`config.mk`:
```
export PLATFORM = sky130hd
export DESIGN_NAME = trailer_delimited_frame_checker_unit
export DESIGN_NICKNAME = d
export VERILOG_FILES = /design/src/design/tdfc_pkg.sv /design/src/design/tdfc_window.sv /design/src/design/tdfc_check.sv /design/src/design/trailer_delimited_frame_checker_unit.sv
export SDC_FILE = /design/constraint.sdc
export NUM_CORES = 1
export LEC_CHECK = 0
export ABC_CLOCK_PERIOD_IN_PS = 20900
export CAP_MARGIN = 15
export CORE_MARGIN = 2
export CORE_UTILIZATION = 40
export CTS_BUF_LIST = sky130_fd_sc_hd__clkbuf_8 sky130_fd_sc_hd__clkbuf_16
export DETAILED_ROUTE_END_ITERATION = 10
export DONT_BUFFER_PORTS = 1
export GPL_ROUTABILITY_DRIVEN = 0
export HOLD_SLACK_MARGIN = 0.1
export MAX_ROUTING_LAYER = met4
export SKIP_CTS_REPAIR_TIMING = 1
export SLEW_MARGIN = 25
export SYNTH_ARGS = -nofsm -noshare
export SYNTH_HDL_FRONTEND = slang
export SYNTH_SLANG_ARGS = --single-unit
```
`constraint.sdc`:
```
create_clock -name i_clk -period 20.9 [get_ports i_clk]
set_input_delay 2.09 -clock i_clk [delete_from_list [all_inputs] [get_ports i_clk]]
set_output_delay 2.09 -clock i_clk [all_outputs]
set_load 0.01 [all_outputs]
```
`src/design/tdfc_pkg.sv`:
```
package tdfc_pkg;

    // Frame geometry
    localparam int FRAME_LEN = 20;
    localparam int SUM_LEN   = 16;

    // Trailer and header bytes
    localparam logic [7:0] TRAILER_A = 8'h44;
    localparam logic [7:0] TRAILER_B = 8'h55;
    localparam logic [7:0] HEADER_A  = 8'h22;
    localparam logic [7:0] HEADER_B  = 8'h33;

    typedef logic [7:0] t_byte;

    // Receive window, entry FRAME_LEN-1 newest
    typedef logic [FRAME_LEN-1:0][7:0] t_win;

    typedef enum logic [1:0] {
        ST_OK         = 2'd0,
        ST_HEADER     = 2'd1,
        ST_CHECKSUM   = 2'd2,
        ST_INCOMPLETE = 2'd3
    } t_status;

    // Pending frame check handed from the window to the checker
    typedef struct packed {
        logic vld;
        logic incomplete;
    } t_chk_req;

endpackage

```
`src/design/tdfc_window.sv`:
```
module tdfc_window import tdfc_pkg::*; #(
    parameter int MAX_COUNT = 255
) (
    input  logic     i_clk,
    input  logic     i_rst_n,
    input  logic     i_valid,
    output logic     o_stall,
    input  t_byte    i_rx_byte,
    input  logic     i_chk_ready,
    output t_chk_req o_req,
    output t_win     o_win
);

    localparam logic [7:0] LIMIT = MAX_COUNT[7:0];

    t_win     r_win;
    t_win     n_win;
    logic [7:0] r_cnt;
    logic [7:0] n_cnt;
    t_chk_req r_req;
    t_chk_req n_req;
    logic     accept;
    logic     consume;
    logic [7:0] cnt_inc;
    logic     trailer;

    // Hold the window while a detected frame waits for the checker
    assign o_stall = r_req.vld && !i_chk_ready;
    assign accept  = i_valid && !o_stall;
    assign consume = r_req.vld && i_chk_ready;

    assign cnt_inc = r_cnt + 8'd1;
    assign trailer = (cnt_inc >= 8'd2) && (r_win[FRAME_LEN-1] == TRAILER_A)
                     && (i_rx_byte == TRAILER_B);

    // Advance count, detect trailer, clear on check or at the limit
    always_comb begin
        n_cnt = r_cnt;
        n_req = r_req;
        if (consume) begin
            n_req.vld = 1'b0;
        end
        if (accept) begin
            if (trailer) begin
                n_cnt            = '0;
                n_req.vld        = 1'b1;
                n_req.incomplete = (cnt_inc < 8'(FRAME_LEN));
            end else if (cnt_inc >= LIMIT) begin
                n_cnt = '0;
            end else begin
                n_cnt = cnt_inc;
            end
        end
    end

    // Shift the new byte in at the newest end
    assign n_win = {i_rx_byte, r_win[FRAME_LEN-1:1]};

    always_ff @(posedge i_clk) begin
        if (!i_rst_n) begin
            r_cnt <= '0;
            r_req <= '0;
        end else begin
            r_cnt <= n_cnt;
            r_req <= n_req;
        end
    end

    always_ff @(posedge i_clk) begin
        if (accept) begin
            r_win <= n_win;
        end
    end

    assign o_req = r_req;
    assign o_win = r_win;

`ifndef SYNTHESIS
    a_cnt_below_limit: assert property (@(posedge i_clk) disable iff (!i_rst_n)
        r_cnt < LIMIT)
        else $error("byte count reached limit");

    a_trailer_clears: assert property (@(posedge i_clk) disable iff (!i_rst_n)
        accept && trailer |=> r_cnt == 8'd0 && r_req.vld)
        else $error("trailer did not clear count or raise check");

    a_pending_holds: assert property (@(posedge i_clk) disable iff (!i_rst_n)
        r_req.vld && !i_chk_ready |=> r_req.vld && $stable(r_win))
        else $error("pending frame window changed");
`endif

endmodule

```
`src/design/tdfc_check.sv`:
```
module tdfc_check import tdfc_pkg::*; (
    input  logic        i_clk,
    input  logic        i_rst_n,
    input  t_chk_req    i_req,
    input  t_win        i_win,
    output logic        o_ready,
    output logic        o_valid,
    input  logic        i_stall,
    output logic [1:0]  o_frame_status,
    output logic [7:0]  o_command_code,
    output logic [31:0] o_index_word,
    output logic [31:0] o_payload_word
);

    logic        r_vld;
    t_status     r_status;
    logic [7:0]  r_cmd;
    logic [31:0] r_idx;
    logic [31:0] r_pay;
    t_status     n_status;
    logic [7:0]  n_cmd;
    logic [31:0] n_idx;
    logic [31:0] n_pay;
    logic [15:0] sum;
    logic [15:0] want;
    logic        hdr_ok;
    logic        load;

    // Result register takes a request when empty or being drained
    assign o_ready = !r_vld || !i_stall;
    assign load    = i_req.vld && o_ready;

    // Sum the first SUM_LEN frame bytes as a balanced tree
    always_comb begin
        logic [15:0] s8 [8];
        logic [15:0] s4 [4];
        logic [15:0] s2 [2];
        for (int k = 0; k < 8; k++) begin
            s8[k] = 16'(i_win[2*k]) + 16'(i_win[2*k+1]);
        end
        for (int k = 0; k < 4; k++) begin
            s4[k] = s8[2*k] + s8[2*k+1];
        end
        for (int k = 0; k < 2; k++) begin
            s2[k] = s4[2*k] + s4[2*k+1];
        end
        sum = s2[0] + s2[1];
    end

    assign want   = {i_win[SUM_LEN], i_win[SUM_LEN+1]};
    assign hdr_ok = (i_win[0] == HEADER_A) && (i_win[1] == HEADER_B);

    // Classify the frame; header failure wins over checksum failure
    always_comb begin
        n_cmd = '0;
        n_idx = '0;
        n_pay = '0;
        if (i_req.incomplete) begin
            n_status = ST_INCOMPLETE;
        end else if (!hdr_ok) begin
            n_status = ST_HEADER;
        end else if (sum != want) begin
            n_status = ST_CHECKSUM;
        end else begin
            n_status = ST_OK;
            n_cmd    = i_win[2];
            n_idx    = {i_win[3], i_win[4], i_win[5], i_win[6]};
            n_pay    = {i_win[7], i_win[8], i_win[9], i_win[10]};
        end
    end

    always_ff @(posedge i_clk) begin
        if (!i_rst_n) begin
            r_vld <= 1'b0;
        end else if (o_ready) begin
            r_vld <= i_req.vld;
        end
    end

    always_ff @(posedge i_clk) begin
        if (load) begin
            r_status <= n_status;
            r_cmd    <= n_cmd;
            r_idx    <= n_idx;
            r_pay    <= n_pay;
        end
    end

    assign o_valid        = r_vld;
    assign o_frame_status = r_status;
    assign o_command_code = r_cmd;
    assign o_index_word   = r_idx;
    assign o_payload_word = r_pay;

`ifndef SYNTHESIS
    a_load_shows: assert property (@(posedge i_clk) disable iff (!i_rst_n)
        load |=> r_vld)
        else $error("loaded result not presented");

    a_fields_zero: assert property (@(posedge i_clk) disable iff (!i_rst_n)
        r_vld && r_status != ST_OK |-> r_cmd == 8'd0 && r_idx == 32'd0 && r_pay == 32'd0)
        else $error("failed frame carries nonzero fields");

    a_incomplete_status: assert property (@(posedge i_clk) disable iff (!i_rst_n)
        load && i_req.incomplete |=> r_status == ST_INCOMPLETE)
        else $error("short frame not flagged incomplete");
`endif

endmodule

```
`src/design/trailer_delimited_frame_checker_unit.sv`:
```
// Trailer-delimited frame checker.
// Input channel: one received byte per request on i_rx_byte, taken at a
// rising edge with i_valid high and o_stall low. Output channel: one frame
// report per request (status, command, index, payload), taken at a rising
// edge with o_valid high and i_stall low.
// A report is raised when the two newest bytes are 0x44 then 0x55. The
// status flags an incomplete, bad-header or bad-checksum frame; on those the
// other fields read zero.
// A report appears on o_valid after the byte that completes the trailer is
// taken: the window register takes the byte and raises the pending check,
// and the result register takes the report once it is empty or drained.
// Throughput: one byte per cycle while o_stall is low; the 16-byte checksum
// is a four-level adder tree from the window register to the result register.
// Reset clears the byte count, the pending check and the result valid; the
// window contents are left as they are and are never read unwritten.
// When the receiver stalls, the held report stays on the outputs; one more
// report may wait behind it, after which o_stall rises and bytes are held
// off until the receiver drains.
module trailer_delimited_frame_checker_unit import tdfc_pkg::*; #(
    parameter int MAX_COUNT = 255
) (
    input  logic        i_clk,
    input  logic        i_rst_n,
    input  logic        i_valid,
    output logic        o_stall,
    input  logic [7:0]  i_rx_byte,
    output logic        o_valid,
    input  logic        i_stall,
    output logic [1:0]  o_frame_status,
    output logic [7:0]  o_command_code,
    output logic [31:0] o_index_word,
    output logic [31:0] o_payload_word
);

    t_chk_req chk_req;
    t_win     win;
    logic     chk_ready;

    // Receive window, byte count and trailer detection
    tdfc_window #(
        .MAX_COUNT (MAX_COUNT)
    ) u_window (
        .i_clk       (i_clk),
        .i_rst_n     (i_rst_n),
        .i_valid     (i_valid),
        .o_stall     (o_stall),
        .i_rx_byte   (i_rx_byte),
        .i_chk_ready (chk_ready),
        .o_req       (chk_req),
        .o_win       (win)
    );

    // Frame check and result register
    tdfc_check u_check (
        .i_clk          (i_clk),
        .i_rst_n        (i_rst_n),
        .i_req          (chk_req),
        .i_win          (win),
        .o_ready        (chk_ready),
        .o_valid        (o_valid),
        .i_stall        (i_stall),
        .o_frame_status (o_frame_status),
        .o_command_code (o_command_code),
        .o_index_word   (o_index_word),
        .o_payload_word (o_payload_word)
    );

`ifndef SYNTHESIS
    a_stall_needs_pending: assert property (@(posedge i_clk) disable iff (!i_rst_n)
        o_stall |-> chk_req.vld && o_valid && i_stall)
        else $error("input stalled without a blocked report");

    a_pending_drains: assert property (@(posedge i_clk) disable iff (!i_rst_n)
        chk_req.vld && !i_stall |=> o_valid)
        else $error("pending report not moved to output");

    a_no_report_lost: assert property (@(posedge i_clk) disable iff (!i_rst_n)
        o_valid && i_stall |=> o_valid)
        else $error("stalled report dropped");
`endif

endmodule
```
==> results.yml, run 1 <==
run_status:
  run_status: "completed"
grt:
  grt_pass1_vias: 7240
  grt_pass1_wl_mm: 40.2
  grt_max_degree: 99
  grt_usage: 0.156
  overflow: 0
  antenna_found_initial: 0
sta:
  skew_ps: 26.2
  timing.hold.ws_ps: 418
  final-hold-violation-count: 0
  rsz0062_at_grt: "no"
  tns_ps: 0
  finalCriticalPeriod_ps: 7110
  period_share: 0.340
  worst_slew_pin_slew_ps: 1020
  drv_slew: 0
  max-slew-margin-rel: 0.319
  setup_viol: 0
  max_freq_mhz: 141
worst_setup_path:
  critPathArrivalTime_ps: 7510
  crit_end: "u_check.o_frame_status[1]$_SDFFCE_PP1P_"
  startpoint: "u_window.o_win[80]$_DFFE_PP_"
  r2r_start: "u_window.o_win[80]$_DFFE_PP_"
  reg2reg_slack_ps: 13790
  rr_endpoint: "u_check.o_frame_status[1]$_SDFFCE_PP1P_"
  rr_worst_depth: 22
  cp.required_ps: 21300
  critPathKind: "flop to flop"
  worstSetupStartpointType: "flop"
  cp-end-kind: "flop"
  critPathMaxFanout: 61
clock_network:
  h-tree-depth: 1
  clockRootBuffer: "clkbuf_16"
  cts-buffers-inserted: 28
  clock_sinks: 245
  worstSkewPairLatency_ps: 560
  cts.clk_slew.worst_paths_ps: 60
  cts_tree: "yes"
  cts.path.max_buffers: 3
layout:
  area_growth_syn_to_layout_pct: 11.5
  drive_above_1_share: 0.140
  utilization: 0.451
  fin_nets: 1074
  finish.cell_count_without_fillers: 1386
  n_antenna_cell: 0
floorplanning:
  core_area_um2: 32500
  dieHeight_um: 185
  dieArea_um2: 34300
  io_pins: 88
  die_w_um: 185
  rows: 66
  initial_utilization: 0.405
yosys:
  synth_seq_area_share: 0.552
  synth_top_cell_area_share: 0.535
  synthArstFlopShare: 0
  synthAdderAreaFrac: 0.167
  avgSynthCellArea_um2: 14.3
  synth_ff_type: "edfxtp_1"
  synth_top_family_by_area: "adder cells"
  syn_inst: 916
  synth.area.top_cells: "edfxtp_1 54%, fa_1 9.3%, ha_1 7.4%"
  yosys.area_share.simple: 0.119
  ys_warn_count: 0
  synth_xor_area_frac: 0.0461
  synthMostInstantiatedCell: "edfxtp_1"
  synthMuxAreaShare: 0.000762
  syn_area_um2: 13100
  synth_common_cells: "234 x edfxtp_1, 119 x inv_1, 78 x ha_1, 70 x nor4_2, 61 x fa_1"
  synth_cell_types: 62
  synth_seq_cells: 245
  yosysTopAreaCell: "edfxtp_1"
  synth_fp_nets: 1067
  synth_compound_area_frac: 0.0677
  synth_edf_count: 234
detailed_routing:
  drtPass1Iterations: 5
  viasPerCell: 5.04
  drt_iter0_drc: 425
  remaining_drc_errors: 0
  finalWirelength_mm: 24.9
  vias: 6984
  post_drt_wl_per_cell_um: 18.0
  ant_nets: 0
placement:
  place_inst: 1335
  io_buffers: 0
  dp_hpwl_mm: 17.9
min_path:
  min_path_type: "flop to flop"
run:
  max-cap-violations: 0
[worst max-delay path, stage by stage (launching register included)]
cell      delay [ps]
edfxtp_1         430
ha_1             240
inv_1             70
fa_1             200
nor2b_1           60
o21ai_0          170
nand2b_1         120
a21o_1           190
a21o_1           190
xnor2_1          240
fa_1             510
fa_1             540
fa_1             520
fa_1             550
inv_1             40
ha_1             380
nand3_1          130
and2_1           200
a21oi_1          290
a221oi_4         140
xnor2_4          490
buf_4            830
o31a_1           280
[layer usage]
| layer | global-route usage | share of wire | routed length [um] | vias to the layer above |
|---|---|---|---|---|
| met2 | 0.254 | 0.48 | 12000 | 134 |
| li1 | - | - | - | 3371 |
| met3 | 0.0248 | 0.037 | 928 | 31 |
| met4 | 0.0321 | 0.020 | 490 | 0 |
| met5 | - | 0 | 0 | - |
| met1 | 0.209 | 0.46 | 11500 | 3448 |
[cell type report]
class,count,area [um^2]
Timing Repair Buffer,5,37.5
Tap cell,442,553
Clock buffer,28,701
Clock inverter,23,363
Inverter,119,452
Sequential cell,245,7250
Fill cell,2873,17800
Multi-Input combinational cell,524,5300
[metrics by stage]
step / instance area, um^2 / setup slack, ps
6_report: 14600 / 13790
5_1_grt: 14600 / 13330
4_1_cts: 14600 / 13770
3_5_place_dp: 13600 / 13850
3_3_place_gp: 13600 / 13930
2_1_floorplan: 13100 / 12810
[sequential cells by signal, summed over array words and instances, names as in the netlist]
register / flops
u_window.o_req: 2
u_check.o_command_code: 8
u_check.o_frame_status: 2
u_window.r_cnt: 8
u_check.o_payload_word: 32
u_check.o_index_word: 32
u_window.o_win: 160
u_check.o_valid: 1
[layout by cell type, fill, tap and decap left out, types with 16 or more instances in the layout]
cell / count
fa_1: 61
inv_1: 121
nor4_2: 70
ha_1: 78
a21oi_1: 24
nor2_1: 34
nor2b_1: 16
edfxtp_1: 234
xor2_1: 31
a21o_1: 31
clkbuf_16: 28
xnor2_1: 35
[how the worst min path moves through the flow]
stage                                          endpoint                     startpoint  depth (start not counted)
after floorplan           u_window.o_win[136]$_DFFE_PP_  u_window.o_win[144]$_DFFE_PP_                          0
after global placement    u_window.o_win[143]$_DFFE_PP_  u_window.o_win[151]$_DFFE_PP_                          0
after detailed placement  u_window.o_win[138]$_DFFE_PP_  u_window.o_win[146]$_DFFE_PP_                          0
after CTS                 u_window.o_win[143]$_DFFE_PP_  u_window.o_win[151]$_DFFE_PP_                          0
after global routing      u_window.o_win[138]$_DFFE_PP_  u_window.o_win[146]$_DFFE_PP_                          0
final                     u_window.o_win[143]$_DFFE_PP_  u_window.o_win[151]$_DFFE_PP_                          0
[cells by family after synthesis]
| family | after synthesis |
|---|---|
| flops | 245 |
| xor+xnor | 67 |
| fa+ha+maj | 139 |
| mux | 1 |
| buf+inv | 147 |
| simple gates | 196 |
| compound gates | 121 |
Power of run 1 is left out: the tool's default activity adds up to more than one toggle a clock period on the data nets, which glitch-free logic cannot reach.
==> run 2: changes to the inputs <==
- ABC_CLOCK_PERIOD_IN_PS: 20900 -> 7000
- clock period: 20.9 -> 7 ns (I/O delays scaled with it)
==> results.yml, run 2 (synthesis results as in run 1) <==
grt:
  grt_pass1_vias: 7060
  grt_pass1_wl_mm: 39.5
  grt_max_degree: 112
  overflow: 0
  antenna_found_initial: 0
  grt_usage: 0.153
floorplanning:
  io_pins: 88
  core_area_um2: 32500
  die_w_um: 185
  dieHeight_um: 185
  dieArea_um2: 34300
  rows: 66
  initial_utilization: 0.405
worst_setup_path:
  reg2reg_slack_ps: 430
  slowest_stage: "xnor2_4"
  crit_chain: "ha_1, inv_1, fa_1, nor2b_1, o21ai_0, nand2b_1, a21o_1, a21o_1, xnor2_1, fa_1, fa_1, fa_1, fa_1, inv_1, ha_1, nand3_1, and2_1, a21oi_1, a221oi_4, xnor2_4, buf_12, nor4_2"
  critPathArrivalTime_ps: 6840
  worstSetupStartpointType: "flop"
  slowest_delay_ps: 650
  critPathMaxFanout: 36
  critPathKind: "flop to flop"
  cp-end-kind: "flop"
  cp.required_ps: 7270
  path_common_cell: "fa_1"
sta:
  finalCriticalPeriod_ps: 6570
  period_share: 0.938
  max-slew-margin-rel: 0.364
  tns_ps: 0
  setup_viol: 0
  worst_slew_pin_slew_ps: 954
  max_freq_mhz: 152
  setup_ws_ps: 434
  skew_ps: 24.6
  rsz0062_at_grt: "no"
  final-hold-violation-count: 0
  drv_slew: 0
clock_network:
  clock_sinks: 245
  cts.path.max_buffers: 3
  cts-buffers-inserted: 28
  cts_tree: "yes"
  h-tree-depth: 1
  clockRootBuffer: "clkbuf_16"
  cts.clk_slew.worst_paths_ps: 60
  worstSkewPairLatency_ps: 560
run_status:
  run_status: "completed"
detailed_routing:
  finalWirelength_mm: 24.9
  ant_nets: 0
  remaining_drc_errors: 0
  vias: 7041
  drtPass1Iterations: 5
  drt_iter0_drc: 427
  post_drt_wl_per_cell_um: 17.9
  viasPerCell: 5.06
layout:
  area_growth_syn_to_layout_pct: 10.9
  num-fill-cells: 2896
  largest_reg_flops: 160
  finish.cell_count_without_fillers: 1392
  mostFrequentLayoutCells: "234 x edfxtp_1, 123 x inv_1, 78 x ha_1"
  drive_above_1_share: 0.140
  utilization: 0.449
  fin_nets: 1082
  n_antenna_cell: 0
  layout_commonest_cell: "edfxtp_1"
placement:
  io_buffers: 0
  dp_hpwl_mm: 18.0
  place_inst: 1342
  placement.setup.worst_slack_ps: 449
run:
  max-cap-violations: 0
min_path:
  min_path_type: "primary input to flop"
==> run 2: changes by cell type in the layout (fill, tap and decap cells not counted), moves of 2 or more <==
cell / before / now
buf_12: 0 / 2
clkinv_1: 3 / 6
buf_4: 5 / 9
bufinv_16: 9 / 2
inv_1: 121 / 123
clkinv_4: 0 / 2
==> run 2: final timing paths <==
check | from | endpoint | depth (start not counted)
worst max-delay path | u_window.o_win[64]$_DFFE_PP_ | u_check.o_payload_word[21]$_SDFFCE_PP0P_ | 22
worst min register to register | u_window.o_win[151]$_DFFE_PP_ | u_window.o_win[143]$_DFFE_PP_ | 0
worst max register to register | u_window.o_win[64]$_DFFE_PP_ | u_check.o_payload_word[21]$_SDFFCE_PP0P_ | 22
worst min-delay path | i_rx_byte[7] | u_window.o_win[159]$_DFFE_PP_ | 0
==> run 2: critical path: cells and delay by family (launching register included) <==
family,cells,cell delay (ps)
AO/OA/AOI/OAI,5,970
XOR/XNOR,2,810
adder cells (fa/ha/maj),7,3010
buffers and inverters,3,440
flip-flops,1,440
AND/OR/NAND/NOR,5,570
==> run 2: routing by layer <==
| layer | part of all wire | wire length (um) | GRT usage | vias up |
|---|---|---|---|---|
| li1 | - | - | - | 3375 |
| met1 | 0.46 | 11400 | 0.205 | 3470 |
| met2 | 0.48 | 11800 | 0.244 | 154 |
| met3 | 0.041 | 1020 | 0.0232 | 42 |
| met4 | 0.027 | 670 | 0.0435 | 0 |
| met5 | 0 | 0 | - | - |
==> run 2: layout make-up <==
type / count / area, um^2 / area share
Multi-Input combinational cell: 524 / 5300 / 0.363
Tap cell: 442 / 553 / 0.0380
Sequential cell: 245 / 7250 / 0.497
Clock inverter: 21 / 176 / 0.0121
Timing Repair Buffer: 13 / 146 / 0.0100
Clock buffer: 28 / 701 / 0.0481
Inverter: 119 / 452 / 0.0310
==> run 2: metrics by stage <==
| step | area [um^2] | hold slack [ps] |
|---|---|---|
| CTS | 14500 | 229 |
| global route | 14600 | 226 |
| floorplan | 13100 | 400 |
| detailed placement | 13700 | 407 |
| global placement | 13700 | 401 |
| finish | 14600 | 256 |
Power of run 2 is left out for the same reason.
